==> config.mk <==
export PLATFORM = sky130hd
export DESIGN_NAME = qslp_rot_cell
export DESIGN_NICKNAME = d
export VERILOG_FILES = /design/src/rtl/qslp_pkg.sv /design/src/rtl/qslp_rot_cell.sv
export SDC_FILE = /design/constraint.sdc
export NUM_CORES = 1
export LEC_CHECK = 0
export BUFFER_PORTS_ARGS = -buffer_cell sky130_fd_sc_hd__buf_2
export CAP_MARGIN = 5
export CORE_AREA = 2 2 324 326
export DETAILED_ROUTE_END_ITERATION = 16
export DIE_AREA = 0 0 326 328
export PLACE_DENSITY = 0.49
export SYNTH_ARGS = -nofsm -noshare
export SYNTH_HDL_FRONTEND = slang
export SYNTH_SLANG_ARGS = --single-unit
==> constraint.sdc <==
create_clock -name i_clk -period 3.2 [get_ports i_clk]
set_input_delay 0.16 -clock i_clk [delete_from_list [all_inputs] [get_ports i_clk]]
set_output_delay 0.16 -clock i_clk [all_outputs]
set_load 0.02 [all_outputs]
==> src/rtl/qslp_pkg.sv <==
// ---------------------------------------------------------------------------
// qslp_pkg: shared types and constants for the quaternion slerp core
// Item formats, per-chain stage records and the CORDIC arctangent table.
// ---------------------------------------------------------------------------
`timescale 1ns / 1ps
package qslp_pkg;

    localparam int ONE_Q14  = 16384;
    localparam int ONE_Q16  = 65536;
    localparam int SQ_W     = 31;   // sqrt remainder / root width
    localparam int SQ_STEPS = 16;   // one root bit per step
    localparam int VX_W     = 32;   // vectoring x/y
    localparam int RX_W     = 29;   // rotation x/y
    localparam int Z_W      = 28;   // Q24 angle, signed
    localparam int MAG_W    = 27;   // sine magnitude
    localparam int NUM_W    = 43;   // dividend and quotient width
    localparam int S_W      = 44;   // signed weight

    typedef struct packed {
        logic signed [15:0] a_x;
        logic signed [15:0] a_y;
        logic signed [15:0] a_z;
        logic signed [15:0] a_w;
        logic signed [15:0] b_x;
        logic signed [15:0] b_y;
        logic signed [15:0] b_z;
        logic signed [15:0] b_w;
        logic        [16:0] amount;
    } t_slerp_in;

    typedef struct packed {
        logic signed [15:0] r_x;
        logic signed [15:0] r_y;
        logic signed [15:0] r_z;
        logic signed [15:0] r_w;
        logic               used_linear;
    } t_slerp_out;

    // data riding along each chain
    typedef struct packed {
        t_slerp_in   item;
        logic [14:0] c;
        logic        flip;
        logic        linear;
    } t_side;

    typedef struct packed {
        logic [SQ_W-1:0] v;
        logic [SQ_W-1:0] root;
    } t_sqrt;

    typedef struct packed {
        logic signed [VX_W-1:0] x;
        logic signed [VX_W-1:0] y;
        logic signed [Z_W-1:0]  z;
    } t_vec;

    typedef struct packed {
        logic signed [RX_W-1:0] x;
        logic signed [RX_W-1:0] y;
        logic signed [Z_W-1:0]  z;
    } t_rot_lane;

    typedef struct packed {
        t_rot_lane [2:0] lane;
    } t_rot;

    typedef struct packed {
        logic [NUM_W-1:0] num;
        logic [MAG_W-1:0] rem;
        logic [NUM_W-1:0] quo;
        logic             neg;
    } t_div_lane;

    typedef struct packed {
        t_div_lane [1:0]  lane;
        logic [MAG_W-1:0] d;
    } t_div;

    // atan(2^-i) in Q24, rounded
    function automatic logic [23:0] f_atan(input int i);
        logic [23:0] v;
        case (i)
            0:  v = 24'd13176795;
            1:  v = 24'd7778716;
            2:  v = 24'd4110060;
            3:  v = 24'd2086331;
            4:  v = 24'd1047214;
            5:  v = 24'd524117;
            6:  v = 24'd262123;
            7:  v = 24'd131069;
            8:  v = 24'd65536;
            9:  v = 24'd32768;
            10: v = 24'd16384;
            11: v = 24'd8192;
            12: v = 24'd4096;
            13: v = 24'd2048;
            14: v = 24'd1024;
            15: v = 24'd512;
            16: v = 24'd256;
            17: v = 24'd128;
            18: v = 24'd64;
            19: v = 24'd32;
            20: v = 24'd16;
            21: v = 24'd8;
            22: v = 24'd4;
            23: v = 24'd2;
            default: v = 24'd0;
        endcase
        return v;
    endfunction

endpackage

==> src/rtl/qslp_rot_cell.sv <==
// ---------------------------------------------------------------------------
// qslp_rot_cell: one CORDIC rotation step on three angle lanes
// Lanes carry omega, (1-t)*omega and t*omega; y ends as the scaled sine.
// ---------------------------------------------------------------------------
`timescale 1ns / 1ps
module qslp_rot_cell #(
    parameter int STEP = 0
) (
    input  logic           i_clk,
    input  logic           i_rst_n,
    input  logic           i_en,
    input  logic           i_valid,
    input  qslp_pkg::t_side i_side,
    input  qslp_pkg::t_rot  i_data,
    output logic           o_valid,
    output qslp_pkg::t_side o_side,
    output qslp_pkg::t_rot  o_data
);
    import qslp_pkg::*;

    localparam logic signed [Z_W-1:0] ATAN = Z_W'(f_atan(STEP));

    logic                   r_valid;
    t_side                  r_side;
    t_rot                   r_data;
    t_rot                   n_data;
    logic signed [RX_W-1:0] w_dx [3];
    logic signed [RX_W-1:0] w_dy [3];

    always_comb begin
        n_data = i_data;
        for (int k = 0; k < 3; k++) begin
            w_dx[k] = i_data.lane[k].y >>> STEP;
            w_dy[k] = i_data.lane[k].x >>> STEP;
            if (!i_data.lane[k].z[Z_W-1]) begin
                n_data.lane[k].x = i_data.lane[k].x - w_dx[k];
                n_data.lane[k].y = i_data.lane[k].y + w_dy[k];
                n_data.lane[k].z = i_data.lane[k].z - ATAN;
            end else begin
                n_data.lane[k].x = i_data.lane[k].x + w_dx[k];
                n_data.lane[k].y = i_data.lane[k].y - w_dy[k];
                n_data.lane[k].z = i_data.lane[k].z + ATAN;
            end
        end
    end

    always_ff @(posedge i_clk) begin
        if (!i_rst_n) begin
            r_valid <= 1'b0;
        end else if (i_en) begin
            r_valid <= i_valid;
        end
    end

    always_ff @(posedge i_clk) begin
        if (i_en) begin
            r_side <= i_side;
            r_data <= n_data;
        end
    end

    assign o_valid = r_valid;
    assign o_side  = r_side;
    assign o_data  = r_data;

endmodule

==> impl_results.md <==
- Final setup fails: 0
- Seq cells post-synth: 418
- Vias in the first global route: 28200
- Number of max-cap violations: 0
- Max-slew violations: 0
- Netlist cell types: 90
- FILL cells: 10400
- Die span in y: 328 um
- Mux share of post-synthesis cell area: 0.0105
- Pwr Density: 490 mW/mm2
- Met2 routed WL: 58.7 mm
- Initial antenna violation count: 40
- DRT Wirelength: 121 mm
- RSZ-0062 raised after global routing: yes
- Final hold viol count: 0
- Tot Pwr: 20.5 mW
- Die footprint: 0.107 mm2
- Seq/Total Area, Yosys: 0.415
- Worst Setup End Kind: flop
- # port buffers: 844
- H-tree depth: 2
- WP data required: 3.60 ns
- Synth area leaders: edfxtp_1 (41%), ha_1 (14%), a21oi_1 (5.4%)
- Area Growth Syn to Fin: 38.9%
- Placeable core area: 0.103 mm2
- Max layer used: met5
- Top_reg_cell synth: edfxtp_1
- Synth cell count leaders: edfxtp_1 (417), ha_1 (330), a21oi_1 (324)
- Critical path class: input pin to flop
- Hold Crit Class: input pin to flop
- Final core area utilization: 0.406
- CTS tree: yes
- GR Util All Layers: 0.216
- CTS sink count: 418
- Synth Net Count: 3831
- Crit path DAT: 3.50 ns
- Post-route DRC: 0
- Async SR Flop Fraction: 0
- Drt initial violations: 1851
- Period minus WS final: 3.10 ns
- Top-area cell type share of the netlist area: 0.415
- Placer congestion estimate: 0.919
- Wl on met1: 50.7 mm
- Status: completed
- Clock Tree Root: clkbuf_16
- TritonCTS Buffers: 54
- Cell taking the most area after synthesis: edfxtp_1
- Rows: 118
- Cell area after synthesis: 0.0302 mm2
- Reg2reg setup slack: 2.06 ns
- Largest family of logic cells by synthesized area: compound AO/OA/AOI/OAI gates
- Critical Path Fanout Max: 5
- Met3 WL: 8.33 mm
- Clock transition at path regs: 0.06 ns
- Final HPWL DP: 98.3 mm
- Maximum VDD drop: 0.412 mV
- Synth Area in Compound Gates: 0.197
- Via density: 4.91
- Pleak: 18.9 nW
- Post-synthesis simple-gate area fraction: 0.115
- Clk_skew: 0 ns
- Syn Area/Cell: 9.85 um2
- Xor/xnor share of the synthesized area: 0.0653
- Synth warn: 0
- Vias: 28400
- Boundary Pins: 845
- Fmax: 323 MHz
- Worst skew pair latency: 0.64 ns
- Initial Utilization: 0.293
- Worst-margin pin slew: 0.924 ns
- Die X-Extent: 326 um
- Synth Area in Adders: 0.145
- DRT Pass-1 Iters: 7
- Total gr overflow: 0
- Slew headroom: 0.384
- First-pass GRT wire length: 177 mm
- Largest net degree at the start of global routing: 83
- Final period util: 0.967
- Share of layout cells above drive strength 1: 0.289
- Post-CTS Setup Inserts: 0
- Most frequent cell after synthesis: edfxtp_1
- # nets final: 5105
- Post-synth EDFFs: 417
- Mapped Cells: 3065
- Clock buffer depth: 3
- Startpoint Class: input pin
- Routed Antenna Nets: 0
- WL/cell: 20.9 um
-- cells by family after synthesis --
family,after synthesis
AO/OA/AOI/OAI,933
XOR/XNOR,225
multiplexers,31
AND/OR/NAND/NOR,714
adder cells (fa/ha/maj),342
buffers and inverters,402
flip-flops,418
-- through the flow --
step | TNS [ns] | cell area, um2 | hold slack, ns | setup slack (ns) | instances
after global routing | -0.0853 | 41900 | 0.0284 | -0.0746 | 5776
after global placement | -1.32 | 37800 | 0.336 | -0.266 | 5453
after detailed placement | -1.44 | 37800 | 0.338 | -0.272 | 5453
after CTS | 0 | 41800 | 0.0000596 | 0.0579 | 5764
after floorplan | 0 | 30200 | 0.259 | 0.0906 | 3065
final | 0 | 42000 | 0.0508 | 0.104 | 5783
-- layout by cell type, fill, tap and decap left out, types with 10 or more instances in the layout --
master	count
and2_1	10
or2_2	16
o21ai_0	157
diode_2	19
o21ai_1	12
buf_2	840
nor2_1	243
or3_1	30
edfxtp_1	417
clkbuf_16	54
a211oi_1	37
and3_1	18
a21o_1	92
a21oi_1	322
clkinv_1	17
xor2_1	43
dlygate4sd3_1	210
nor2b_1	39
o21bai_1	52
nand2_1	125
o21a_1	37
nor4_1	21
clkinv_2	14
xnor2_1	182
ha_1	329
buf_4	274
a21boi_0	10
nand2b_1	40
o31ai_1	26
nand4_1	20
a31oi_1	32
mux2i_1	29
nand3_1	51
o211ai_1	25
fa_1	11
inv_1	279
nor3_1	58
-- where the power goes --
part | switching [mW] | internal, mW
combinational | 4.10 | 2.63
clock | 2.70 | 3.85
sequential | 0.273 | 6.98
-- worst paths after layout --
path | start | end | depth (start not counted)
worst min-delay path | i_data[194] | o_data[194] | 3
worst min register to register | o_valid | o_valid | 3
worst max register to register | o_valid | o_valid | 3
worst max-delay path | i_data[8] | o_data[27] | 13
-- state kept, by name, summed over array words and instances, names as in the netlist --
signal	count
o_data	255
o_valid	1
o_side	162
-- worst max-delay path, cell delays in order --
cell	delay, ns
dlygate4sd3_1	0.59
buf_2	0.14
ha_2	0.36
nand3_1	0.14
a211oi_2	0.27
o211ai_1	0.21
a32oi_2	0.26
a21oi_1	0.10
o211ai_1	0.25
a31o_2	0.20
a21o_1	0.15
a31oi_1	0.09
dlygate4sd3_1	0.56
-- final cells by class --
type                            count  area, um2  area share
Timing Repair Buffer             1330       8480       0.202
Sequential cell                   418      12500       0.299
Inverter                          290       1090      0.0259
Clock inverter                     45        542      0.0129
Multi-Input combinational cell   2245      16200       0.385
Clock buffer                       56       1360      0.0324
Antenna cell                       19       47.5     0.00113
Tap cell                         1380       1730      0.0412
-- routing by layer --
layer  up-vias  global-route usage
li1      13700                   -
met1     13500               0.268
met2       957               0.374
met3       159              0.0507
met4        22              0.0609
met5         -                   0
-- what timing repair did --
| item | CTS | global route |
|---|---|---|
| hold buffers | 210 | 0 |
| setup endpoints to repair | 0 | 28 |
| gates resized for setup | 0 | 22 |
| hold endpoints to repair | 250 | 0 |
(Power assumes the default switching activity.)
