### config.mk
export PLATFORM = sky130hd
export DESIGN_NAME = qslp_sqrt_cell
export DESIGN_NICKNAME = d
export VERILOG_FILES = /design/src/rtl/qslp_pkg.sv /design/src/rtl/qslp_sqrt_cell.sv
export SDC_FILE = /design/constraint.sdc
export NUM_CORES = 1
export LEC_CHECK = 0
export BUFFER_PORTS_ARGS = -buffer_cell sky130_fd_sc_hd__buf_2
export CELL_PAD_IN_SITES_DETAIL_PLACEMENT = 2
export CELL_PAD_IN_SITES_GLOBAL_PLACEMENT = 2
export CORE_ASPECT_RATIO = 1.1
export CORE_MARGIN = 2
export CORE_UTILIZATION = 29
export DETAILED_ROUTE_END_ITERATION = 16
export PLACE_DENSITY = 0.89
export SLEW_MARGIN = 20
export SYNTH_ARGS = -nofsm -noshare
export SYNTH_HDL_FRONTEND = slang
export SYNTH_SLANG_ARGS = --single-unit
### constraint.sdc
create_clock -name i_clk -period 3.3 [get_ports i_clk]
set_input_delay 0.33 -clock i_clk [delete_from_list [all_inputs] [get_ports i_clk]]
set_output_delay 0.33 -clock i_clk [all_outputs]
set_load 0.005 [all_outputs]
### src/rtl/qslp_pkg.sv
// ---------------------------------------------------------------------------
// qslp_pkg: shared types and constants for the quaternion slerp core
// Item formats, per-chain stage records and the CORDIC arctangent table.
// ---------------------------------------------------------------------------
`timescale 1ns / 1ps
package qslp_pkg;

    localparam int ONE_Q14  = 16384;
    localparam int ONE_Q16  = 65536;
    localparam int SQ_W     = 31;   // sqrt remainder / root width
    localparam int SQ_STEPS = 16;   // one root bit per step
    localparam int VX_W     = 32;   // vectoring x/y
    localparam int RX_W     = 29;   // rotation x/y
    localparam int Z_W      = 28;   // Q24 angle, signed
    localparam int MAG_W    = 27;   // sine magnitude
    localparam int NUM_W    = 43;   // dividend and quotient width
    localparam int S_W      = 44;   // signed weight

    typedef struct packed {
        logic signed [15:0] a_x;
        logic signed [15:0] a_y;
        logic signed [15:0] a_z;
        logic signed [15:0] a_w;
        logic signed [15:0] b_x;
        logic signed [15:0] b_y;
        logic signed [15:0] b_z;
        logic signed [15:0] b_w;
        logic        [16:0] amount;
    } t_slerp_in;

    typedef struct packed {
        logic signed [15:0] r_x;
        logic signed [15:0] r_y;
        logic signed [15:0] r_z;
        logic signed [15:0] r_w;
        logic               used_linear;
    } t_slerp_out;

    // data riding along each chain
    typedef struct packed {
        t_slerp_in   item;
        logic [14:0] c;
        logic        flip;
        logic        linear;
    } t_side;

    typedef struct packed {
        logic [SQ_W-1:0] v;
        logic [SQ_W-1:0] root;
    } t_sqrt;

    typedef struct packed {
        logic signed [VX_W-1:0] x;
        logic signed [VX_W-1:0] y;
        logic signed [Z_W-1:0]  z;
    } t_vec;

    typedef struct packed {
        logic signed [RX_W-1:0] x;
        logic signed [RX_W-1:0] y;
        logic signed [Z_W-1:0]  z;
    } t_rot_lane;

    typedef struct packed {
        t_rot_lane [2:0] lane;
    } t_rot;

    typedef struct packed {
        logic [NUM_W-1:0] num;
        logic [MAG_W-1:0] rem;
        logic [NUM_W-1:0] quo;
        logic             neg;
    } t_div_lane;

    typedef struct packed {
        t_div_lane [1:0]  lane;
        logic [MAG_W-1:0] d;
    } t_div;

    // atan(2^-i) in Q24, rounded
    function automatic logic [23:0] f_atan(input int i);
        logic [23:0] v;
        case (i)
            0:  v = 24'd13176795;
            1:  v = 24'd7778716;
            2:  v = 24'd4110060;
            3:  v = 24'd2086331;
            4:  v = 24'd1047214;
            5:  v = 24'd524117;
            6:  v = 24'd262123;
            7:  v = 24'd131069;
            8:  v = 24'd65536;
            9:  v = 24'd32768;
            10: v = 24'd16384;
            11: v = 24'd8192;
            12: v = 24'd4096;
            13: v = 24'd2048;
            14: v = 24'd1024;
            15: v = 24'd512;
            16: v = 24'd256;
            17: v = 24'd128;
            18: v = 24'd64;
            19: v = 24'd32;
            20: v = 24'd16;
            21: v = 24'd8;
            22: v = 24'd4;
            23: v = 24'd2;
            default: v = 24'd0;
        endcase
        return v;
    endfunction

endpackage

### src/rtl/qslp_sqrt_cell.sv
// ---------------------------------------------------------------------------
// qslp_sqrt_cell: one step of the digit-by-digit integer square root
// Settles one root bit and passes the remainder to the next cell.
// ---------------------------------------------------------------------------
`timescale 1ns / 1ps
module qslp_sqrt_cell #(
    parameter int STEP = 0
) (
    input  logic           i_clk,
    input  logic           i_rst_n,
    input  logic           i_en,
    input  logic           i_valid,
    input  qslp_pkg::t_side i_side,
    input  qslp_pkg::t_sqrt i_data,
    output logic           o_valid,
    output qslp_pkg::t_side o_side,
    output qslp_pkg::t_sqrt o_data
);
    import qslp_pkg::*;

    localparam logic [SQ_W-1:0] BIT = SQ_W'(1) << (2 * (SQ_STEPS - 1 - STEP));

    logic            r_valid;
    t_side           r_side;
    t_sqrt           r_data;
    t_sqrt           n_data;
    logic [SQ_W-1:0] w_trial;

    always_comb begin
        n_data  = i_data;
        w_trial = i_data.root + BIT;
        if (i_data.v >= w_trial) begin
            n_data.v    = i_data.v - w_trial;
            n_data.root = (i_data.root >> 1) + BIT;
        end else begin
            n_data.root = i_data.root >> 1;
        end
    end

    always_ff @(posedge i_clk) begin
        if (!i_rst_n) begin
            r_valid <= 1'b0;
        end else if (i_en) begin
            r_valid <= i_valid;
        end
    end

    always_ff @(posedge i_clk) begin
        if (i_en) begin
            r_side <= i_side;
            r_data <= n_data;
        end
    end

    assign o_valid = r_valid;
    assign o_side  = r_side;
    assign o_data  = r_data;

endmodule

==> results.sh <==
export IMPL_rows=67
export IMPL_worst_slew_pin_slew_ns=0.768
export IMPL_final_setup_worst_slack_ns=0.149
export IMPL_synthTopCellsByArea="edfxtp_1, ha_1, o21ai_0"
export IMPL_setup_viol=0
export IMPL_yosysTopAreaCell="edfxtp_1"
export IMPL_vias_per_cell=4.81
export IMPL_final_core_util_pct=48.5
export IMPL_ios=453
export IMPL_finalSetupTns_ns=0
export IMPL_h_tree_depth=1
export IMPL_place_gp_congestion=0.859
export IMPL_crit_arrival_ns=3.43
export IMPL_synth_nets=839
export IMPL_cts_sinks=225
export IMPL_power_leakage_nw=6.42
export IMPL_layout_drive_gt1_share_pct=41.7
export IMPL_hold_violations=0
export IMPL_synth_distinct_cells=54
export IMPL_seqCellArea_um2=6750
export IMPL_drt_total_wl_mm=48.7
export IMPL_crit_buf_inv=4
export IMPL_netlist_area_leader_share_pct=75.1
export IMPL_grt_ovfl_total=0
export IMPL_die_h_um=188
export IMPL_pwr_density_cell_nw_per_um2=564
export IMPL_post_synth_and_or_nand_nor_area_fraction_pct=5.98
export IMPL_critPathKind="input port to flop"
export IMPL_vdd_drop_max_v=0.000384
export IMPL_async_reset_ff_share_pct=0
export IMPL_grtUsageMet2_pct=52.2
export IMPL_synth_compound_area_share_pct=9.22
export IMPL_final_common_cell="buf_2"
export IMPL_synth_edff_count=224
export IMPL_fin_crit_sh_pct=95.5
export IMPL_cp_start_kind="input port"
export IMPL_grt_first_pass_wirelength_mm=66.0
export IMPL_ant_nets=0
export IMPL_max_freq_mhz=317
export IMPL_clk_latency_ns=0.54
export IMPL_wl_per_cell_um=28.6
export IMPL_nNetsFinal=1513
export IMPL_synth_area_um2=8950
export IMPL_rsz0062_at_grt="no"
export IMPL_synthCells=579
export IMPL_multi_input_comb_area_um2=2000
export IMPL_dieWidth_um=172
export IMPL_cts_tree="done"
export IMPL_crit_required_ns=3.58
export IMPL_n_fill_cell=3028
export IMPL_cts_buffers=26
export IMPL_via_count=8191
export IMPL_finalClockSkew_ns=0
export IMPL_clk_pin_slew_ns=0.07
export IMPL_avgSynthCellArea_um2=15.5
export IMPL_clock_tree_buffer_depth=3
export IMPL_initial_utilization_pct=29.4
export IMPL_layout_common_cells="buf_2, edfxtp_1, dlygate4sd3_1"
export IMPL_drv_slew=0
export IMPL_core_area_um2=30400
export IMPL_muxShareOfSynthArea_pct=0.238
export IMPL_hp_class="input port to flop"
export IMPL_worst_path_max_fanout=5
export IMPL_worstPathCellList="dlygate4sd3_1 > buf_2 > inv_1 > ha_1 > a21oi_1 > o31ai_1 > nor3_1 > o21ai_0 > buf_4 > nand2_1 > o21ai_0 > a2111o_1 > o221a_2"
export IMPL_drt_initial_drc_count=593
export IMPL_syn_to_final_growth_pct=64.9
export IMPL_placed_cells=1453
export IMPL_synth_seq_area_share_pct=75.3
export IMPL_yosys_warnings=0
export IMPL_yosys_area_share_adder_pct=4.55
export IMPL_grt_busiest_layer="met2"
export IMPL_synth_seq_cells=225
export IMPL_synth_top_family_by_area="compound AO/OA/AOI/OAI gates"
export IMPL_grtUsageMet1_pct=30.2
export IMPL_path_delay_family="compound AO/OA/AOI/OAI gates"
export IMPL_fp_dieArea_um2=32300
export IMPL_fin_crit_ns=3.15
export IMPL_io_buffer_count=452
export IMPL_drv_cap=0
export IMPL_grt_total_usage_pct=29.0
export IMPL_max_slew_margin_rel_pct=48.8
export IMPL_drc=0
export IMPL_antenna_found_initial=18
export IMPL_grt_max_degree=94
export IMPL_grt_pass1_vias=9050
export IMPL_cp_slowest_cell="dlygate4sd3_1"
export IMPL_use_met3_pct=9.66
export IMPL_root_buffer="clkbuf_16"
export IMPL_synthXorXnorAreaFrac_pct=2.15
export IMPL_path_common_cell="o21ai_0"
export IMPL_detail_route_first_pass_iterations=5
export IMPL_hpwl_mm=32.3
export IMPL_status="finished, final reports clean"
export IMPL_finalPower_mw=8.33
export IMPL_layoutNonFillerInstCount=1702
export IMPL_slowest_delay_ns=0.52
export IMPL_dp_worst_setup_slack_ns=0.0675
export IMPL_synth_ff_type="edfxtp_1"
export IMPL_endpoint_kind="flop"
-- layout make-up --
| type | count | share of cell area [%] |
|---|---|---|
| well taps | 414 | 3.51 |
| repair buffers | 655 | 29.1 |
| clock inverters | 20 | 2.08 |
| flip-flops and latches | 225 | 45.7 |
| diodes | 15 | 0.254 |
| inverters | 49 | 1.27 |
| repair inverters | 1 | 0.0339 |
| multi-input cells | 295 | 13.5 |
| clock buffers | 28 | 4.60 |
-- cell usage after synthesis (8+ instances only) --
cell type / instances
a21o_1: 12
a21oi_1: 30
edfxtp_1: 224
ha_1: 31
inv_1: 49
nand2_1: 42
nand3_1: 9
nor2_1: 19
o21ai_0: 40
xnor2_1: 14
xor2_1: 8
-- per-layer routing --
metal / vias to the layer above / share of wire [%]
met5: - / 0.16
met4: 12 / 5.3
met1: 4109 / 34
li1: 3549 / -
met3: 122 / 9.3
met2: 399 / 51
-- state kept, by name, indices dropped and copies added (netlist names) --
signal,count
o_data,62
o_side,162
o_valid,1
-- power breakdown --
part | total [mW] | switching, mW | internal (mW)
clock network | 3.42 | 1.31 | 2.11
logic | 1.35 | 0.743 | 0.611
registers | 3.56 | 0.114 | 3.44
-- through the flow --
| stage | hold WS, ns | instance area [µm²] |
|---|---|---|
| final | 0.0120 | 14800 |
| after global routing | 0.00596 | 14800 |
| after CTS | 0.000964 | 14700 |
| after detailed placement | 0.508 | 11900 |
| after global placement | 0.495 | 11900 |
| after floorplan | 0.429 | 8950 |
-- worst paths after layout --
check | from | endpoint | slack, ns | depth (start not counted)
setup / recovery | i_data[17] | o_data[61] | 0.15 | 13
hold / removal | i_side[67] | o_side[67] | 0.01 | 1
setup reg to reg | o_valid | o_valid | 2.64 | 2
hold reg to reg | o_valid | o_valid | 0.59 | 2
-- logic make-up (layout without fill, tap and decap cells) --
group	after synthesis	after routing
compound gates	129	129
buf+inv	59	753
mux	2	2
simple gates	110	110
xor+xnor	22	22
other cells	0	15
fa+ha+maj	32	32
flops	225	225
-- what timing repair did --
item | CTS | global route
gates resized for setup | 0 | 3
hold endpoints to repair | 179 | 4
endpoints found under the setup margin | 0 | 6
hold buffers | 179 | 4
buffers inserted | 0 | 2
(Power assumes the default switching activity.)
