$ cat src/rtl/qslp_pkg.sv
// ---------------------------------------------------------------------------
// qslp_pkg: shared types and constants for the quaternion slerp core
// Item formats, per-chain stage records and the CORDIC arctangent table.
// ---------------------------------------------------------------------------
`timescale 1ns / 1ps
package qslp_pkg;

    localparam int ONE_Q14  = 16384;
    localparam int ONE_Q16  = 65536;
    localparam int SQ_W     = 31;   // sqrt remainder / root width
    localparam int SQ_STEPS = 16;   // one root bit per step
    localparam int VX_W     = 32;   // vectoring x/y
    localparam int RX_W     = 29;   // rotation x/y
    localparam int Z_W      = 28;   // Q24 angle, signed
    localparam int MAG_W    = 27;   // sine magnitude
    localparam int NUM_W    = 43;   // dividend and quotient width
    localparam int S_W      = 44;   // signed weight

    typedef struct packed {
        logic signed [15:0] a_x;
        logic signed [15:0] a_y;
        logic signed [15:0] a_z;
        logic signed [15:0] a_w;
        logic signed [15:0] b_x;
        logic signed [15:0] b_y;
        logic signed [15:0] b_z;
        logic signed [15:0] b_w;
        logic        [16:0] amount;
    } t_slerp_in;

    typedef struct packed {
        logic signed [15:0] r_x;
        logic signed [15:0] r_y;
        logic signed [15:0] r_z;
        logic signed [15:0] r_w;
        logic               used_linear;
    } t_slerp_out;

    // data riding along each chain
    typedef struct packed {
        t_slerp_in   item;
        logic [14:0] c;
        logic        flip;
        logic        linear;
    } t_side;

    typedef struct packed {
        logic [SQ_W-1:0] v;
        logic [SQ_W-1:0] root;
    } t_sqrt;

    typedef struct packed {
        logic signed [VX_W-1:0] x;
        logic signed [VX_W-1:0] y;
        logic signed [Z_W-1:0]  z;
    } t_vec;

    typedef struct packed {
        logic signed [RX_W-1:0] x;
        logic signed [RX_W-1:0] y;
        logic signed [Z_W-1:0]  z;
    } t_rot_lane;

    typedef struct packed {
        t_rot_lane [2:0] lane;
    } t_rot;

    typedef struct packed {
        logic [NUM_W-1:0] num;
        logic [MAG_W-1:0] rem;
        logic [NUM_W-1:0] quo;
        logic             neg;
    } t_div_lane;

    typedef struct packed {
        t_div_lane [1:0]  lane;
        logic [MAG_W-1:0] d;
    } t_div;

    // atan(2^-i) in Q24, rounded
    function automatic logic [23:0] f_atan(input int i);
        logic [23:0] v;
        case (i)
            0:  v = 24'd13176795;
            1:  v = 24'd7778716;
            2:  v = 24'd4110060;
            3:  v = 24'd2086331;
            4:  v = 24'd1047214;
            5:  v = 24'd524117;
            6:  v = 24'd262123;
            7:  v = 24'd131069;
            8:  v = 24'd65536;
            9:  v = 24'd32768;
            10: v = 24'd16384;
            11: v = 24'd8192;
            12: v = 24'd4096;
            13: v = 24'd2048;
            14: v = 24'd1024;
            15: v = 24'd512;
            16: v = 24'd256;
            17: v = 24'd128;
            18: v = 24'd64;
            19: v = 24'd32;
            20: v = 24'd16;
            21: v = 24'd8;
            22: v = 24'd4;
            23: v = 24'd2;
            default: v = 24'd0;
        endcase
        return v;
    endfunction

endpackage

$ cat src/rtl/qslp_div_cell.sv
// ---------------------------------------------------------------------------
// qslp_div_cell: one restoring division step on two lanes
// Both lanes share the divisor sin(omega); one quotient bit per cell.
// ---------------------------------------------------------------------------
`timescale 1ns / 1ps
module qslp_div_cell (
    input  logic           i_clk,
    input  logic           i_rst_n,
    input  logic           i_en,
    input  logic           i_valid,
    input  qslp_pkg::t_side i_side,
    input  qslp_pkg::t_div  i_data,
    output logic           o_valid,
    output qslp_pkg::t_side o_side,
    output qslp_pkg::t_div  o_data
);
    import qslp_pkg::*;

    logic             r_valid;
    t_side            r_side;
    t_div             r_data;
    t_div             n_data;
    logic [MAG_W:0]   w_part [2];
    logic             w_bit  [2];

    always_comb begin
        n_data = i_data;
        for (int k = 0; k < 2; k++) begin
            w_part[k] = {i_data.lane[k].rem, i_data.lane[k].num[NUM_W-1]};
            if (w_part[k] >= {1'b0, i_data.d}) begin
                n_data.lane[k].rem = MAG_W'(w_part[k] - {1'b0, i_data.d});
                w_bit[k] = 1'b1;
            end else begin
                n_data.lane[k].rem = w_part[k][MAG_W-1:0];
                w_bit[k] = 1'b0;
            end
            n_data.lane[k].num = i_data.lane[k].num << 1;
            n_data.lane[k].quo = {i_data.lane[k].quo[NUM_W-2:0], w_bit[k]};
        end
    end

    always_ff @(posedge i_clk) begin
        if (!i_rst_n) begin
            r_valid <= 1'b0;
        end else if (i_en) begin
            r_valid <= i_valid;
        end
    end

    always_ff @(posedge i_clk) begin
        if (i_en) begin
            r_side <= i_side;
            r_data <= n_data;
        end
    end

    assign o_valid = r_valid;
    assign o_side  = r_side;
    assign o_data  = r_data;

endmodule

$ cat config.mk
export PLATFORM = sky130hd
export DESIGN_NAME = qslp_div_cell
export DESIGN_NICKNAME = d
export VERILOG_FILES = /design/src/rtl/qslp_pkg.sv /design/src/rtl/qslp_div_cell.sv
export SDC_FILE = /design/constraint.sdc
export NUM_CORES = 1
export LEC_CHECK = 0
export ABC_AREA = 0
export BUFFER_PORTS_ARGS = -buffer_cell sky130_fd_sc_hd__buf_2
export CAP_MARGIN = 20
export CORE_AREA = 2 2 325 327
export CTS_CLUSTER_SIZE = 8
export DETAILED_ROUTE_END_ITERATION = 10
export DIE_AREA = 0 0 327 329
export PLACE_DENSITY = 0.38
export SETUP_SLACK_MARGIN = 0.1
export SYNTH_ARGS = -nofsm -noshare
export SYNTH_HDL_FRONTEND = slang
export SYNTH_SLANG_ARGS = --single-unit
$ cat constraint.sdc
create_clock -name i_clk -period 4.8 [get_ports i_clk]
set_clock_uncertainty 0.15 [all_clocks]
set_input_delay 0.72 -clock i_clk [delete_from_list [all_inputs] [get_ports i_clk]]
set_output_delay 0.72 -clock i_clk [all_outputs]
set_load 0.05 [all_outputs]
==> flow_summary_export.csv, run 1 <==
group,metric,value,unit
critical_path,cp.buffers_inverters,3,
clock_network,cts_tree,"built",
clock_network,postCtsHoldBufs,0,
layout,drive_gt1_frac,0.524,
logic_synthesis,syn_area_per_cell,17.6,um^2
sta,slew_violations,0,
sta,setup_viol,0,
clock_network,numCtsBuffers,60,
power,p_clk_frac,0.362,
critical_path,r2r-start,"o_valid",
clock_network,cts-root-buf,"clkbuf_16",
power,sw_frac_of_total,0.328,
layout,stdcell_count,3247,
sta,relSlewSlack,0.454,
power,ir_drop,0.286,mV
critical_path,crit_required,5.03,ns
power,power_frac_comb,0.226,
global_route,grt_pass1_wl,104000,um
logic_synthesis,synth-seq-cells,416,
critical_path,setup.worst_path.class,"input port to register",
logic_synthesis,synthCells,919,
die,die-area,108000,um^2
logic_synthesis,async_flop_share,0,
critical_path,crit_path_end_kind,"register",
global_route,grt-ovfl-total,0,
placed_design,placedCellCount,3142,
drt,route.detailed.drc,0,
layout,multi_input_area,3360,um^2
sta,min_period,3.64,ns
sta,fmax,0.274,GHz
logic_synthesis,seq_area_frac_synth,0.772,
worst_hold_path,min_path_cells,1,
logic_synthesis,synth_cell_types,61,
power,switchingPower,3.59,mW
sta,max_slew.worst_pin.slew,0.820,ns
layout,mostFrequentLayoutCell,"buf_2",
clock_network,clock_latency,0.62,ns
placed_design,numPortBuffers,834,
critical_path,slowest_stage,"a211oi_1",
layout,seq_area,12500,um^2
sta,whs,0.116,ns
sta,fin_crit_sh,0.759,
sta,hold_violations,0,
global_route,groute.usage.overall,0.141,
critical_path,startpoint,"i_data[140]",
critical_path,crit_fanout,4,
layout,final_cell_mix,"buf_2, edfxtp_1, a21oi_1, clkbuf_16, ha_1",
clock_network,postCtsSetupBuffers,0,
die,start_util,0.155,
clock_network,path_clk_slew,0.06,ns
sta,tns,0,ns
layout,nNetsFinal,2290,
layout,final_core_util,0.229,
clock_network,cts.path.max_buffers,3,
critical_path,reg2reg_setup_slack,4.06,ns
power,intPower,7.33,mW
critical_path,crit_path_start_kind,"input port",
die,io_pins,839,
status,status,"finished clean",
drt,ant_nets,0,
drt,vias,12000,
critical_path,critical_path.cell_chain,"buf_2, inv_1, ha_1, fa_1, nor2b_4, o31a_4, o41ai_4, buf_4, o21ai_0, a211oi_1, o21ai_0, xor2_1, mux2_4",
die,core.rowCount,119,
power,p_leak,10.1,nW
global_route,grt_pass1_vias,12200,
logic_synthesis,ys_warn_count,0,
critical_path,crit_path_frequent_cell,"o21ai_0",
clock_network,clock_sinks,416,
die,coreArea,104000,um^2
logic_synthesis,netlist_area,16200,um^2
sta,rsz0062_at_grt,"no",
logic_synthesis,synth_edf_count,415,
drt,wl,80600,um
critical_path,crit_family,"compound AO/OA/AOI/OAI gates",
critical_path,worstPathArrival,3.87,ns
drt,viasPerCell,3.69,
clock_network,htreeDepth,2,
drt,firstDrtPassIters,5,
power,p_seq_frac,0.412,
worst_hold_path,hold_path.startpoint,"i_side[33]",
die,dieHeight,329,um
layout,area_growth,47.7,%
clock_network,cts_resized,0,
power,power_density,458,nW/um^2
flow_run,max_cap_violations,0,
die,die_w,327,um
critical_path,max_stage_delay,0.53,ns
global_route,grt_max_degree,93,
critical_path,r2r_cells,2,
worst_hold_path,hold_path_class,"input port to register",
layout,nFillCells,11200,
global_route,grt_antenna_before_repair,53,
logic_synthesis,synthFlopType,"edfxtp_1",
drt,avgRoutedWirePerCell,24.8,um
placed_design,place_hpwl,66700,um
critical_path,cp_num_cells,13,
drt,drt-initial-drc-count,723,
placed_design,place.gp.congestion,0.895,
Yosys cell counts, types with 8 or more instances:
cell        n  area, um^2
edfxtp_1  415       12500
a21oi_1    62         310
ha_1       54         676
inv_1      43         161
nor2_1     42         158
nand2_1    31         116
xnor2_1    28         245
o21ai_0    26         130
a21o_1     23         173
xor2_1     20         175
mux2_2     18         203
nand3_1    18        90.1
mux2_4     17         255
nand4_1     9        56.3
clkbuf_1    8        30.0
o21a_1      8        60.1
metal layers:
layer	global-route usage	vias up	routed length, um
li1	-	5355	-
met1	0.149	5834	28500
met2	0.249	602	40800
met3	0.0641	143	8750
met4	0.0408	38	2390
met5	0	-	254
cell families (layout without fill, tap and decap cells):
family	count (synthesis)	count (layout)	synth area share
DFF	416	416	0.772
xor gates and xnor gates	48	48	0.0260
AOI/OAI and AO/OA	172	172	0.0705
other	1	18	0.000232
muxes	38	38	0.0302
and+or+nand+nor	125	125	0.0366
buffers and inverters	63	983	0.0197
adders and majority gates	56	56	0.0443
per-stage QoR:
step	setup slack (ns)	total power [mW]	cell area (um^2)
after floorplan	1.25	6.17	16200
after global placement	0.451	7.08	22100
after detailed placement	0.467	7.07	22100
after CTS	1.18	11.1	23800
after global routing	1.03	11.3	23800
final	1.16	10.9	23900
path summary, 6_finish.rpt:
kind | endpoint
max | o_data[93]
min | o_side[33]
max reg2reg | o_valid
min reg2reg | o_valid
worst reg2reg max path: stages (launching register included):
cell and delay (ns):
dfxtp_1 0.31, mux2i_1 0.12, nor2b_1 0.06
power by group through the flow:
stage	combinational (mW)	clock (mW)	sequential (mW)
floorplan	0.475	0	5.69
detailed placement	2.50	0	4.57
global placement	2.50	0	4.58
CTS	2.51	4.12	4.51
global route	2.59	4.23	4.53
finish	2.46	3.95	4.50
sequential cells by signal (all words and copies together), names as in the netlist:
signal	count
o_data	253
o_side	162
o_valid	1
cell type report:
cell class | instances | share of cell area
Antenna cell | 16 | 0.00168
Clock buffer | 79 | 0.0668
Clock inverter | 10 | 0.00440
Inverter | 43 | 0.00676
Multi-Input combinational cell | 441 | 0.141
Sequential cell | 416 | 0.523
Tap cell | 1391 | 0.0729
Timing Repair Buffer | 851 | 0.183
No activity file was read; power rests on OpenSTA's default activity.
==> run 2: changes to the inputs <==
Clock period 4.8 ns to 3.6 ns, I/O delays scaled along.
==> run 2 against run 1 <==
Sequential power is 33% higher. Clock power grew 33%. Die area did not move. Routed wire length rose by 5.0%. Global-route usage rose by 0.73 points. Final cell count is 14% higher. Utilization increased by 4.3 points. Combinational power grew 56%. Non-clock buffer count rose by 443. Critical endpoint is now o_data[188].
==> flow_summary_export.csv, run 2 (same netlist as run 1, synthesis figures left out) <==
group,metric,value,unit
die,start_util,0.155,
critical_path,critical_path.cell_chain,"dlygate4sd3_1, buf_2, inv_1, ha_1, or4_1, o21ai_0, a31oi_2, buf_4, a21o_1, a21oi_2, o31ai_4, buf_4, clkbuf_16, a31o_2",
placed_design,place.gp.congestion,0.902,
drt,viasPerCell,3.72,
clock_network,cts_tree,"built",
sta,fin_crit_sh,0.980,
placed_design,dpl-instance-area,22800,um^2
layout,stdcell_area,28300,um^2
power,power_density,533,nW/um^2
worst_hold_path,hold_path_class,"input port to register",
drt,avgRoutedWirePerCell,23.0,um
layout,nNetsFinal,2733,
placed_design,placedCellCount,3218,
layout,largest_register_ffs,253,
global_route,groute.usage.overall,0.148,
drt,firstDrtPassIters,5,
layout,multi_input_area,3500,um^2
critical_path,crit_fanout,14,
sta,rsz0062_at_grt,"yes",
die,dieHeight,329,um
placed_design,place_hpwl,67200,um
sta,max_slew.worst_pin.slew,0.702,ns
clock_network,numCtsBuffers,60,
critical_path,worstPathArrival,3.76,ns
sta,min_period,3.53,ns
sta,slew_violations,0,
power,ir_drop,0.392,mV
sta,hold_violations,0,
sta,tns,0,ns
drt,drt-initial-drc-count,831,
layout,final_cell_mix,"buf_2, edfxtp_1, dlygate4sd3_1, buf_4, clkbuf_16",
drt,wl,84600,um
die,coreArea,104000,um^2
global_route,use_met1,0.164,
global_route,grt_pass1_vias,14300,
layout,nFillCells,10900,
sta,whs,0.0797,ns
critical_path,max_stage_delay,0.53,ns
layout,mostFrequentLayoutCell,"buf_2",
layout,seq_area,12500,um^2
layout,stdcell_count,3687,
critical_path,slowest_stage,"dlygate4sd3_1",
sta,relSlewSlack,0.532,
die,io_pins,839,
critical_path,crit_required,3.83,ns
power,p_leak,12.0,nW
drt,ant_nets,0,
drt,route.detailed.drc,0,
clock_network,cts-root-buf,"clkbuf_16",
critical_path,crit_path_frequent_cell,"buf_4",
global_route,grt_antenna_before_repair,34,
status,status,"finished clean",
clock_network,htreeDepth,2,
global_route,grt_use_met3,0.0552,
layout,drive_gt1_frac,0.468,
global_route,top_usage_layer,"met2",
global_route,use_met2,0.261,
global_route,grt_max_degree,70,
critical_path,crit_path_start_kind,"input port",
die,die_w,327,um
layout,final_core_util,0.272,
drt,vias,13700,
clock_network,clock_sinks,416,
global_route,grt-ovfl-total,0,
critical_path,crit_path_end_kind,"register",
placed_design,numPortBuffers,834,
sta,fmax,0.283,GHz
die,core.rowCount,119,
layout,area_growth,75.4,%
clock_network,clock_latency,0.62,ns
die,die-area,108000,um^2
flow_run,max_cap_violations,0,
sta,setup_viol,0,
clock_network,path_clk_slew,0.06,ns
clock_network,cts.path.max_buffers,3,
global_route,grt_pass1_wl,112000,um
critical_path,setup.worst_path.class,"input port to register",
-- run 2: cell count changes in the layout (fill, tap and decap cells not counted), sizes merged --
cell / delta
dlygate4sd3: +356
buf: +83
clkbuf: +8
diode: -6
bufinv: -1
clkinv: -1
clkinvlp: +1
dlymetal6s4s: +1
inv: -1
-- run 2: timing repair --
| action | in CTS | in global routing |
|---|---|---|
| setup endpoints to repair | 0 | 44 |
| buffers inserted | 0 | 7 |
| hold buffers | 357 | 0 |
| hold endpoints to repair | 356 | 0 |
| resized for setup | 0 | 29 |
-- run 2: path summary, 6_finish.rpt --
path,cells after the start,endpoint,from,slack [ns]
min,1,o_data[46],i_data[45],0.08
max,14,o_data[188],i_data[5],0.07
min reg2reg,3,o_valid,o_valid,0.95
max reg2reg,3,o_valid,o_valid,2.29
-- run 2: worst max-delay path: cells and delay by family --
family	cells	cell delay [ns]
simple gates	1	0.51
fa+ha+maj	1	0.31
buf+inv	6	1.35
compound gates	6	1.05
-- run 2: metal layers --
metal  share of wire  routed length (um)
met1            0.38               31800
met3           0.086                7260
met4           0.034                2900
met5          0.0017                 144
met2            0.50               42500
-- run 2: area by class of cell --
| type | instances | area share |
|---|---|---|
| well taps | 1391 | 0.0614 |
| repair buffers | 1294 | 0.308 |
| multi-input cells | 441 | 0.123 |
| clock inverters | 8 | 0.00247 |
| clock buffers | 84 | 0.0573 |
| flip-flops and latches | 416 | 0.440 |
| inverters | 43 | 0.00592 |
| diodes | 10 | 0.000883 |
-- run 2: stage by stage --
| step | setup slack [ns] | total power, mW |
|---|---|---|
| after floorplan | 0.234 | 8.22 |
| final | 0.0711 | 15.1 |
| after CTS | 0.106 | 15.3 |
| after detailed placement | -0.258 | 9.56 |
| after global placement | -0.196 | 9.57 |
| after global routing | 0.0294 | 15.8 |
-- run 2: where the power goes --
part	switching (mW)	internal [mW]
Clock	2.19	3.08
Sequential	0.149	5.85
Combinational	2.63	1.21
