## src/rtl/qslp_pkg.sv

```systemverilog
// ---------------------------------------------------------------------------
// qslp_pkg: shared types and constants for the quaternion slerp core
// Item formats, per-chain stage records and the CORDIC arctangent table.
// ---------------------------------------------------------------------------
`timescale 1ns / 1ps
package qslp_pkg;

    localparam int ONE_Q14  = 16384;
    localparam int ONE_Q16  = 65536;
    localparam int SQ_W     = 31;   // sqrt remainder / root width
    localparam int SQ_STEPS = 16;   // one root bit per step
    localparam int VX_W     = 32;   // vectoring x/y
    localparam int RX_W     = 29;   // rotation x/y
    localparam int Z_W      = 28;   // Q24 angle, signed
    localparam int MAG_W    = 27;   // sine magnitude
    localparam int NUM_W    = 43;   // dividend and quotient width
    localparam int S_W      = 44;   // signed weight

    typedef struct packed {
        logic signed [15:0] a_x;
        logic signed [15:0] a_y;
        logic signed [15:0] a_z;
        logic signed [15:0] a_w;
        logic signed [15:0] b_x;
        logic signed [15:0] b_y;
        logic signed [15:0] b_z;
        logic signed [15:0] b_w;
        logic        [16:0] amount;
    } t_slerp_in;

    typedef struct packed {
        logic signed [15:0] r_x;
        logic signed [15:0] r_y;
        logic signed [15:0] r_z;
        logic signed [15:0] r_w;
        logic               used_linear;
    } t_slerp_out;

    // data riding along each chain
    typedef struct packed {
        t_slerp_in   item;
        logic [14:0] c;
        logic        flip;
        logic        linear;
    } t_side;

    typedef struct packed {
        logic [SQ_W-1:0] v;
        logic [SQ_W-1:0] root;
    } t_sqrt;

    typedef struct packed {
        logic signed [VX_W-1:0] x;
        logic signed [VX_W-1:0] y;
        logic signed [Z_W-1:0]  z;
    } t_vec;

    typedef struct packed {
        logic signed [RX_W-1:0] x;
        logic signed [RX_W-1:0] y;
        logic signed [Z_W-1:0]  z;
    } t_rot_lane;

    typedef struct packed {
        t_rot_lane [2:0] lane;
    } t_rot;

    typedef struct packed {
        logic [NUM_W-1:0] num;
        logic [MAG_W-1:0] rem;
        logic [NUM_W-1:0] quo;
        logic             neg;
    } t_div_lane;

    typedef struct packed {
        t_div_lane [1:0]  lane;
        logic [MAG_W-1:0] d;
    } t_div;

    // atan(2^-i) in Q24, rounded
    function automatic logic [23:0] f_atan(input int i);
        logic [23:0] v;
        case (i)
            0:  v = 24'd13176795;
            1:  v = 24'd7778716;
            2:  v = 24'd4110060;
            3:  v = 24'd2086331;
            4:  v = 24'd1047214;
            5:  v = 24'd524117;
            6:  v = 24'd262123;
            7:  v = 24'd131069;
            8:  v = 24'd65536;
            9:  v = 24'd32768;
            10: v = 24'd16384;
            11: v = 24'd8192;
            12: v = 24'd4096;
            13: v = 24'd2048;
            14: v = 24'd1024;
            15: v = 24'd512;
            16: v = 24'd256;
            17: v = 24'd128;
            18: v = 24'd64;
            19: v = 24'd32;
            20: v = 24'd16;
            21: v = 24'd8;
            22: v = 24'd4;
            23: v = 24'd2;
            default: v = 24'd0;
        endcase
        return v;
    endfunction

endpackage

```

## src/rtl/qslp_vec_cell.sv

```systemverilog
// ---------------------------------------------------------------------------
// qslp_vec_cell: one CORDIC vectoring step
// Rotates (x, y) toward the x axis and accumulates the angle in Q24.
// ---------------------------------------------------------------------------
`timescale 1ns / 1ps
module qslp_vec_cell #(
    parameter int STEP = 0
) (
    input  logic           i_clk,
    input  logic           i_rst_n,
    input  logic           i_en,
    input  logic           i_valid,
    input  qslp_pkg::t_side i_side,
    input  qslp_pkg::t_vec  i_data,
    output logic           o_valid,
    output qslp_pkg::t_side o_side,
    output qslp_pkg::t_vec  o_data
);
    import qslp_pkg::*;

    localparam logic signed [Z_W-1:0] ATAN = Z_W'(f_atan(STEP));

    logic                   r_valid;
    t_side                  r_side;
    t_vec                   r_data;
    t_vec                   n_data;
    logic signed [VX_W-1:0] w_dx;
    logic signed [VX_W-1:0] w_dy;

    always_comb begin
        w_dx = i_data.y >>> STEP;
        w_dy = i_data.x >>> STEP;
        if (!i_data.y[VX_W-1]) begin
            n_data.x = i_data.x + w_dx;
            n_data.y = i_data.y - w_dy;
            n_data.z = i_data.z + ATAN;
        end else begin
            n_data.x = i_data.x - w_dx;
            n_data.y = i_data.y + w_dy;
            n_data.z = i_data.z - ATAN;
        end
    end

    always_ff @(posedge i_clk) begin
        if (!i_rst_n) begin
            r_valid <= 1'b0;
        end else if (i_en) begin
            r_valid <= i_valid;
        end
    end

    always_ff @(posedge i_clk) begin
        if (i_en) begin
            r_side <= i_side;
            r_data <= n_data;
        end
    end

    assign o_valid = r_valid;
    assign o_side  = r_side;
    assign o_data  = r_data;

endmodule

```

## config.mk

```make
export PLATFORM = sky130hd
export DESIGN_NAME = qslp_vec_cell
export DESIGN_NICKNAME = d
export VERILOG_FILES = /design/src/rtl/qslp_pkg.sv /design/src/rtl/qslp_vec_cell.sv
export SDC_FILE = /design/constraint.sdc
export NUM_CORES = 1
export LEC_CHECK = 0
export BUFFER_PORTS_ARGS = -buffer_cell sky130_fd_sc_hd__buf_4
export CORE_AREA = 2 2 198 200
export CTS_BUF_LIST = sky130_fd_sc_hd__clkbuf_16
export CTS_CLUSTER_SIZE = 14
export DETAILED_ROUTE_END_ITERATION = 8
export DIE_AREA = 0 0 200 202
export PLACE_DENSITY = 0.66
export SLEW_MARGIN = 0
export SYNTH_ARGS = -nofsm -noshare
export SYNTH_HDL_FRONTEND = slang
export SYNTH_SLANG_ARGS = --single-unit
export TNS_END_PERCENT = 1
```

## constraint.sdc

```tcl
create_clock -name i_clk -period 3.7 [get_ports i_clk]
set_clock_uncertainty 0.15 [all_clocks]
set_input_delay 0.555 -clock i_clk [delete_from_list [all_inputs] [get_ports i_clk]]
set_output_delay 0.555 -clock i_clk [all_outputs]
set_load 0.01 [all_outputs]
```

==> key figures, run 1 <==
Floorplanning
  – I/O pins: 513
  – Die H: 202 um
  – Initial cell density of the core: 38.17%
  – Total core area: 38,290 um2
  – Die Wd: 200 um
  – Cell row count: 72
  – Die area: 40,400 um2

GRT
  – Largest net degree at the start of global routing: 99
  – Initial antenna violation count: 1
  – GRT Total Usage: 30.23%
  – First-pass GRT wire length: 89,860 um
  – Number of global-route vias before repair: 13,560
  – Gr ovfl total: 0

Yosys
  – Largest family of logic cells by synthesized area: compound AO/OA/AOI/OAI gates
  – Post-synthesis cell type count: 78
  – Synth warn: 0
  – Mapped Area: 14,610 um2
  – Xor/xnor share of the synthesized area: 5.035%
  – Async SR Flop Fraction: 0%
  – Post-Syn Area per Cell: 11.35 um2
  – Mux cell area share after synthesis: 1.096%
  – Post-synth EDFFs: 253
  – Synth Area in Simple Gates: 8.973%
  – Cell count after synthesis: 1,287
  – Yosys reg bits: 254
  – Adder-Cell Fraction of Synth Area: 11.59%
  – Top FF cell, synth: edfxtp_1
  – Post-synthesis sequential area ratio: 52.13%
  – Compound-Gate Fraction of Synth Area: 16.72%
  – Net Count, Synth: 1,678

Critical path
  – Top cell family by delay on the critical path: compound AO/OA/AOI/OAI gates
  – Critical path class: input port to flip-flop
  – Crit path depth: 14
  – Crit path cell chain: buf_4, inv_1, ha_1, fa_1, and2b_1, o21ai_2, a31oi_2, a311oi_2, nor4_4, o41ai_2, buf_4, o211a_1, nor4_2, xor2_1
  – Critical-path top delay cell: fa_1
  – Nature of the critical path startpoint: input port
  – Cells on worst reg2reg path: 2
  – Critical path data arrival time: 3.33 ns
  – Top cell by count, worst path: buf_4
  – Worst path bufs/invs: 3
  – Max incr delay on CP: 0.42 ns
  – Endpoint class of the critical path: flip-flop
  – CP required: 3.86 ns
  – Critical path fanouts, max: 4

Routing
  – First-pass iteration count of the detailed router: 5
  – DR vias/cell: 5.302
  – Final ANT Viol Nets: 0
  – Routed WL per cell: 24.73 um
  – Total Routed Length: 62,810 um
  – 1st-iter DRT viols: 1,052
  – Drt drc: 0
  – Total number of vias: 13,470

STA
  – Min Tclk post-route: 3.171 ns
  – Slew headroom: 43.21%
  – Hold Violations, Final: 0
  – Slew Viols, Final: 0
  – RSZ-0062 raised after global routing: false
  – Setup TNS: 0 ns
  – Least-Margin Pin Slew: 0.8518 ns
  – Hold WS: 0.01960 ns
  – Final Cycle Share: 85.69%
  – Max Clk Rate: 315.4 MHz
  – Final setup viols: 0

Placed design
  – DPL Wire Length: 48,300 um
  – Placer Congestion: 0.9545
  – Port bufs: 512

CTS
  – Max H-tree Level: 1
  – Clock Tree Buf Depth: 3
  – Cts hold-fix bufs: 126
  – Clock sink count: 254
  – Clk slew on worst S/H paths: 0.07 ns
  – Clock root cell: clkbuf_16
  – CTS tree: built
  – Num CTS Buffers: 30
  – Latest clock arrival within the worst-skew pair: 0.56 ns
  – Post-CTS setup buffer count: 0
  – Post-CTS Resized: 0

Pwr
  – Max VDD drop: 0.3523 mV
  – Power density over the cells: 435.0 nW/um2
  – Total power: 9.524 mW
  – Leakage power: 9.555 nW

Job
  – Max_cap viols: 0

Cells and area
  – Share of cells above drive strength 1: 33.93%
  – Area of the multi-input gates: 6345 um2
  – NumNets Final: 2,387
  – Number of fill cells: 3,281
  – Sequential cell area: 7617 um2
  – Layout area overhead: 49.85%

Worst hold path
  – Worst hold stages: 1
  – Hold Crit Class: input port to flip-flop

Status
  – Status: completed
[power breakdown]
part	internal [mW]	switching (mW)	leakage [nW]
Combinational	1.18	1.42	6.55
Clock	1.94	1.29	0.522
Sequential	3.57	0.120	2.48
[Yosys cell counts, types with 7 or more instances]
library cell  count  area (um2)
xnor2_1          65       569.3
buf_2            13       65.06
o21bai_1         24       180.2
ha_1            129        1614
nand2b_1         14       87.58
nand4_1          15       93.84
buf_1             8       30.03
nand3_1          24       120.1
o21ai_1          10       50.05
a211oi_1         16       120.1
edfxtp_1        253        7597
mux2i_1          16       160.2
o21a_1            8       60.06
xor2_1           19       166.4
o21ai_0          71       355.3
o31ai_1           8       60.06
o211ai_1         13       97.59
clkbuf_1         19       71.32
a21o_1           22       165.2
a21oi_1         144       720.7
nor2b_1          17       106.4
or3_1             7       43.79
nor2_1           82       307.8
inv_1           109       409.1
nand2_1          49       183.9
nor3_1           16       80.08
nor4_1            7       43.79
[cells by family (layout without fill, tap and decap cells)]
kind of cell	Yosys count	count (layout)
AOI/OAI and AO/OA	380	380
and+or+nand+nor	260	260
DFF	254	254
buffers and inverters	160	892
adders and majority gates	133	133
xor gates and xnor gates	84	84
muxes	16	16
other	0	3
[layout make-up]
cell class	instances	share of cell area [%]
tap	518	2.960
inverter	113	1.937
clock buffer	31	3.543
clock inverter	24	1.331
multi-input combinational	873	28.98
antenna	3	0.03428
timing repair buffer	724	26.43
sequential	254	34.79
[metal layers]
| metal | vias to the layer above | track usage (%) | share of wire, % |
|---|---|---|---|
| met4 | 0 | 14.89 | 5.7 |
| met3 | 151 | 6.691 | 8.0 |
| met5 | - | 0 | 0 |
| met1 | 6529 | 38.07 | 40 |
| met2 | 642 | 48.93 | 46 |
| li1 | 6144 | - | - |
[sequential cells by signal, summed over array words and instances (netlist names)]
signal / count
o_data: 91
o_valid: 1
o_side: 162
[final timing paths]
check / startpoint / end / slack, ns
setup / recovery: i_data[60] / o_data[88]$_DFFE_PP_ / 0.53
hold / removal: i_side[101] / o_side[101]$_DFFE_PP_ / 0.02
setup reg to reg: o_valid$_SDFFE_PN0P_ / o_valid$_SDFFE_PN0P_ / 2.89
hold reg to reg: o_valid$_SDFFE_PN0P_ / o_valid$_SDFFE_PN0P_ / 0.43
[cells in the final DEF, fill, tap and decap left out, types with 17 or more instances in the layout]
master and count:
a21o_1 22, a21oi_1 144, buf_4 593, clkbuf_16 31, dlygate4sd3_1 128, edfxtp_1 253, ha_1 129, inv_1 109
nand2_1 49, nand3_1 24, nor2_1 82, nor2b_1 17, o21ai_0 71, o21bai_1 24, xnor2_1 65, xor2_1 19
[stage by stage]
| stage | util [%] | cells | setup WS [ns] | instance area [um2] |
|---|---|---|---|---|
| floorplan | - | 1287 | 0.05920 | 14610 |
| global placement | 51.04 | 2354 | 0.03564 | 19540 |
| detailed placement | 51.04 | 2354 | -0.008207 | 19540 |
| CTS | 57.12 | 2535 | 0.5879 | 21870 |
| global route | 57.18 | 2538 | 0.4205 | 21890 |
| finish | 57.19 | 2540 | 0.5293 | 21900 |
No activity file was read; power rests on OpenSTA's default activity.
==> run 2: changes to the inputs <==
--- a/config.mk
+++ b/config.mk
@@ -11,6 +11,7 @@
 export CTS_CLUSTER_SIZE = 14
 export DETAILED_ROUTE_END_ITERATION = 8
 export DIE_AREA = 0 0 200 202
+export GPL_TIMING_DRIVEN = 0
 export PLACE_DENSITY = 0.66
 export SLEW_MARGIN = 0
 export SYNTH_ARGS = -nofsm -noshare
==> run 2 against run 1 <==
Compared with the run above:
- first-iteration DRC count is 8.4% higher
- via count down 0.36%
- maximum frequency decreased by 7.3%
==> key figures, run 2 (same netlist as run 1, synthesis figures left out) <==
Cells and area
  – Sequential cell area: 7617 um2
  – Area of the multi-input gates: 6361 um2
  – Max FFs per register: 162
  – Commonest non-fill, non-tap cell in the layout: buf_4
  – Layout area overhead: 47.67%
  – NumNets Final: 2,366
  – Share of cells above drive strength 1: 30.95%
  – Number of fill cells: 3,275
  – Most frequent cells in the layout: 518 x buf_4, 253 x edfxtp_1, 144 x a21oi_1

Placed design
  – DPL Wire Length: 49,130 um
  – Port bufs: 512
  – Place WS: -1.539 ns
  – Placer Congestion: 0.9434

CTS
  – Max H-tree Level: 1
  – Clock sink count: 254
  – Clock root cell: clkbuf_16
  – Latest clock arrival within the worst-skew pair: 0.56 ns
  – CTS tree: built
  – Num CTS Buffers: 30
  – Clock Tree Buf Depth: 3
  – Clk slew on worst S/H paths: 0.06 ns

GRT
  – Largest net degree at the start of global routing: 90
  – Initial antenna violation count: 6
  – GRT Total Usage: 30.40%
  – Gr ovfl total: 0
  – First-pass GRT wire length: 89,690 um
  – Number of global-route vias before repair: 13,310

Floorplanning
  – I/O pins: 513
  – Initial cell density of the core: 38.17%
  – Die H: 202 um
  – Total core area: 38,290 um2
  – Die area: 40,400 um2
  – Die Wd: 200 um
  – Cell row count: 72

Pwr
  – Total power: 9.104 mW
  – Power density over the cells: 421.9 nW/um2
  – Leakage power: 9.318 nW
  – Max VDD drop: 0.3750 mV

Critical path
  – Nature of the critical path startpoint: input port
  – Critical path fanouts, max: 23
  – CP required: 3.87 ns
  – Crit path cell chain: buf_4, clkinvlp_4, buf_4, ha_2, nand3_1, o211ai_1, a31oi_2, a211o_1, a21oi_2, a211oi_2, o221ai_1, a21oi_1, xnor2_1
  – Top cell by count, worst path: buf_4
  – Max incr delay on CP: 0.43 ns
  – Worst path bufs/invs: 3
  – Critical-path top delay cell: ha_2
  – Critical path class: input port to flip-flop
  – Critical path data arrival time: 3.59 ns
  – Endpoint class of the critical path: flip-flop
  – R2R Setup Slk: 2.94 ns
  – Top cell family by delay on the critical path: compound AO/OA/AOI/OAI gates

Worst hold path
  – Hold Crit Class: input port to flip-flop

STA
  – Hold WS: 0.02351 ns
  – Slew Viols, Final: 0
  – RSZ-0062 raised after global routing: false
  – Max Clk Rate: 292.4 MHz
  – Least-Margin Pin Slew: 0.9973 ns
  – Slew headroom: 33.52%
  – Final Cycle Share: 92.42%
  – Hold Violations, Final: 0
  – Setup ws final: 0.2803 ns
  – Min Tclk post-route: 3.420 ns
  – Final setup viols: 0

Routing
  – First-pass iteration count of the detailed router: 6
  – Drt drc: 0
  – Routed WL per cell: 25.28 um
  – Total number of vias: 13,420
  – Final ANT Viol Nets: 0
  – Total Routed Length: 63,740 um
  – 1st-iter DRT viols: 1,140
  – DR vias/cell: 5.322

Job
  – Max_cap viols: 0

Status
  – Status: completed
==> run 2: final cells by class <==
| class | instances | share of cell area [%] |
|---|---|---|
| antenna | 6 | 0.06958 |
| buffer | 45 | 1.032 |
| clock buffer | 31 | 3.595 |
| clock inverter | 23 | 0.7712 |
| inverter | 113 | 1.983 |
| multi-input combinational | 873 | 29.48 |
| sequential | 254 | 35.30 |
| tap | 518 | 3.003 |
| timing repair buffer | 658 | 24.77 |
==> run 2: path summary, 6_finish.rpt <==
| path | start | to | depth (start not counted) |
|---|---|---|---|
| max | i_data[59] | o_data[27]$_DFFE_PP_ | 13 |
| max reg2reg | o_valid$_SDFFE_PN0P_ | o_valid$_SDFFE_PN0P_ | 2 |
| min reg2reg | o_valid$_SDFFE_PN0P_ | o_valid$_SDFFE_PN0P_ | 2 |
| min | i_side[126] | o_side[126]$_DFFE_PP_ | 1 |
==> run 2: stage by stage <==
stage,cells,cell area (um2),util (%),TNS [ns]
after floorplan,1287,14610,-,0
after global placement,2317,19110,49.90,-23.16
after detailed placement,2319,19170,50.07,-22.92
after CTS,2514,21540,56.25,0
after global routing,2520,21580,56.36,0
final,2521,21580,56.36,0
==> run 2: metal layers <==
metal	up-vias	routed length [um]	global-route usage, %
li1	6100	-	-
met1	6600	26390	39.17
met2	591	29760	49.71
met3	124	4528	5.390
met4	2	3050	13.84
met5	-	9	0
==> run 2: worst register-to-register path, stage by stage (launching register included) <==
cell and delay, ns:
dfxtp_1 0.31, mux2i_1 0.14, nor2b_1 0.06
==> run 2: what timing repair did <==
action                                 in CTS  in global routing
setup buffers                               1                  0
endpoints found under the hold margin     142                  1
hold buffers                              142                  1
resized for setup                           2                  4
cloned                                      0                  0
setup endpoints to repair                  18                  4
==> run 2: report_power, final <==
group          switching, mW  internal, mW
Combinational           1.43          1.12
Sequential             0.104          3.57
Clock                   1.23          1.65
Total                   2.77          6.34
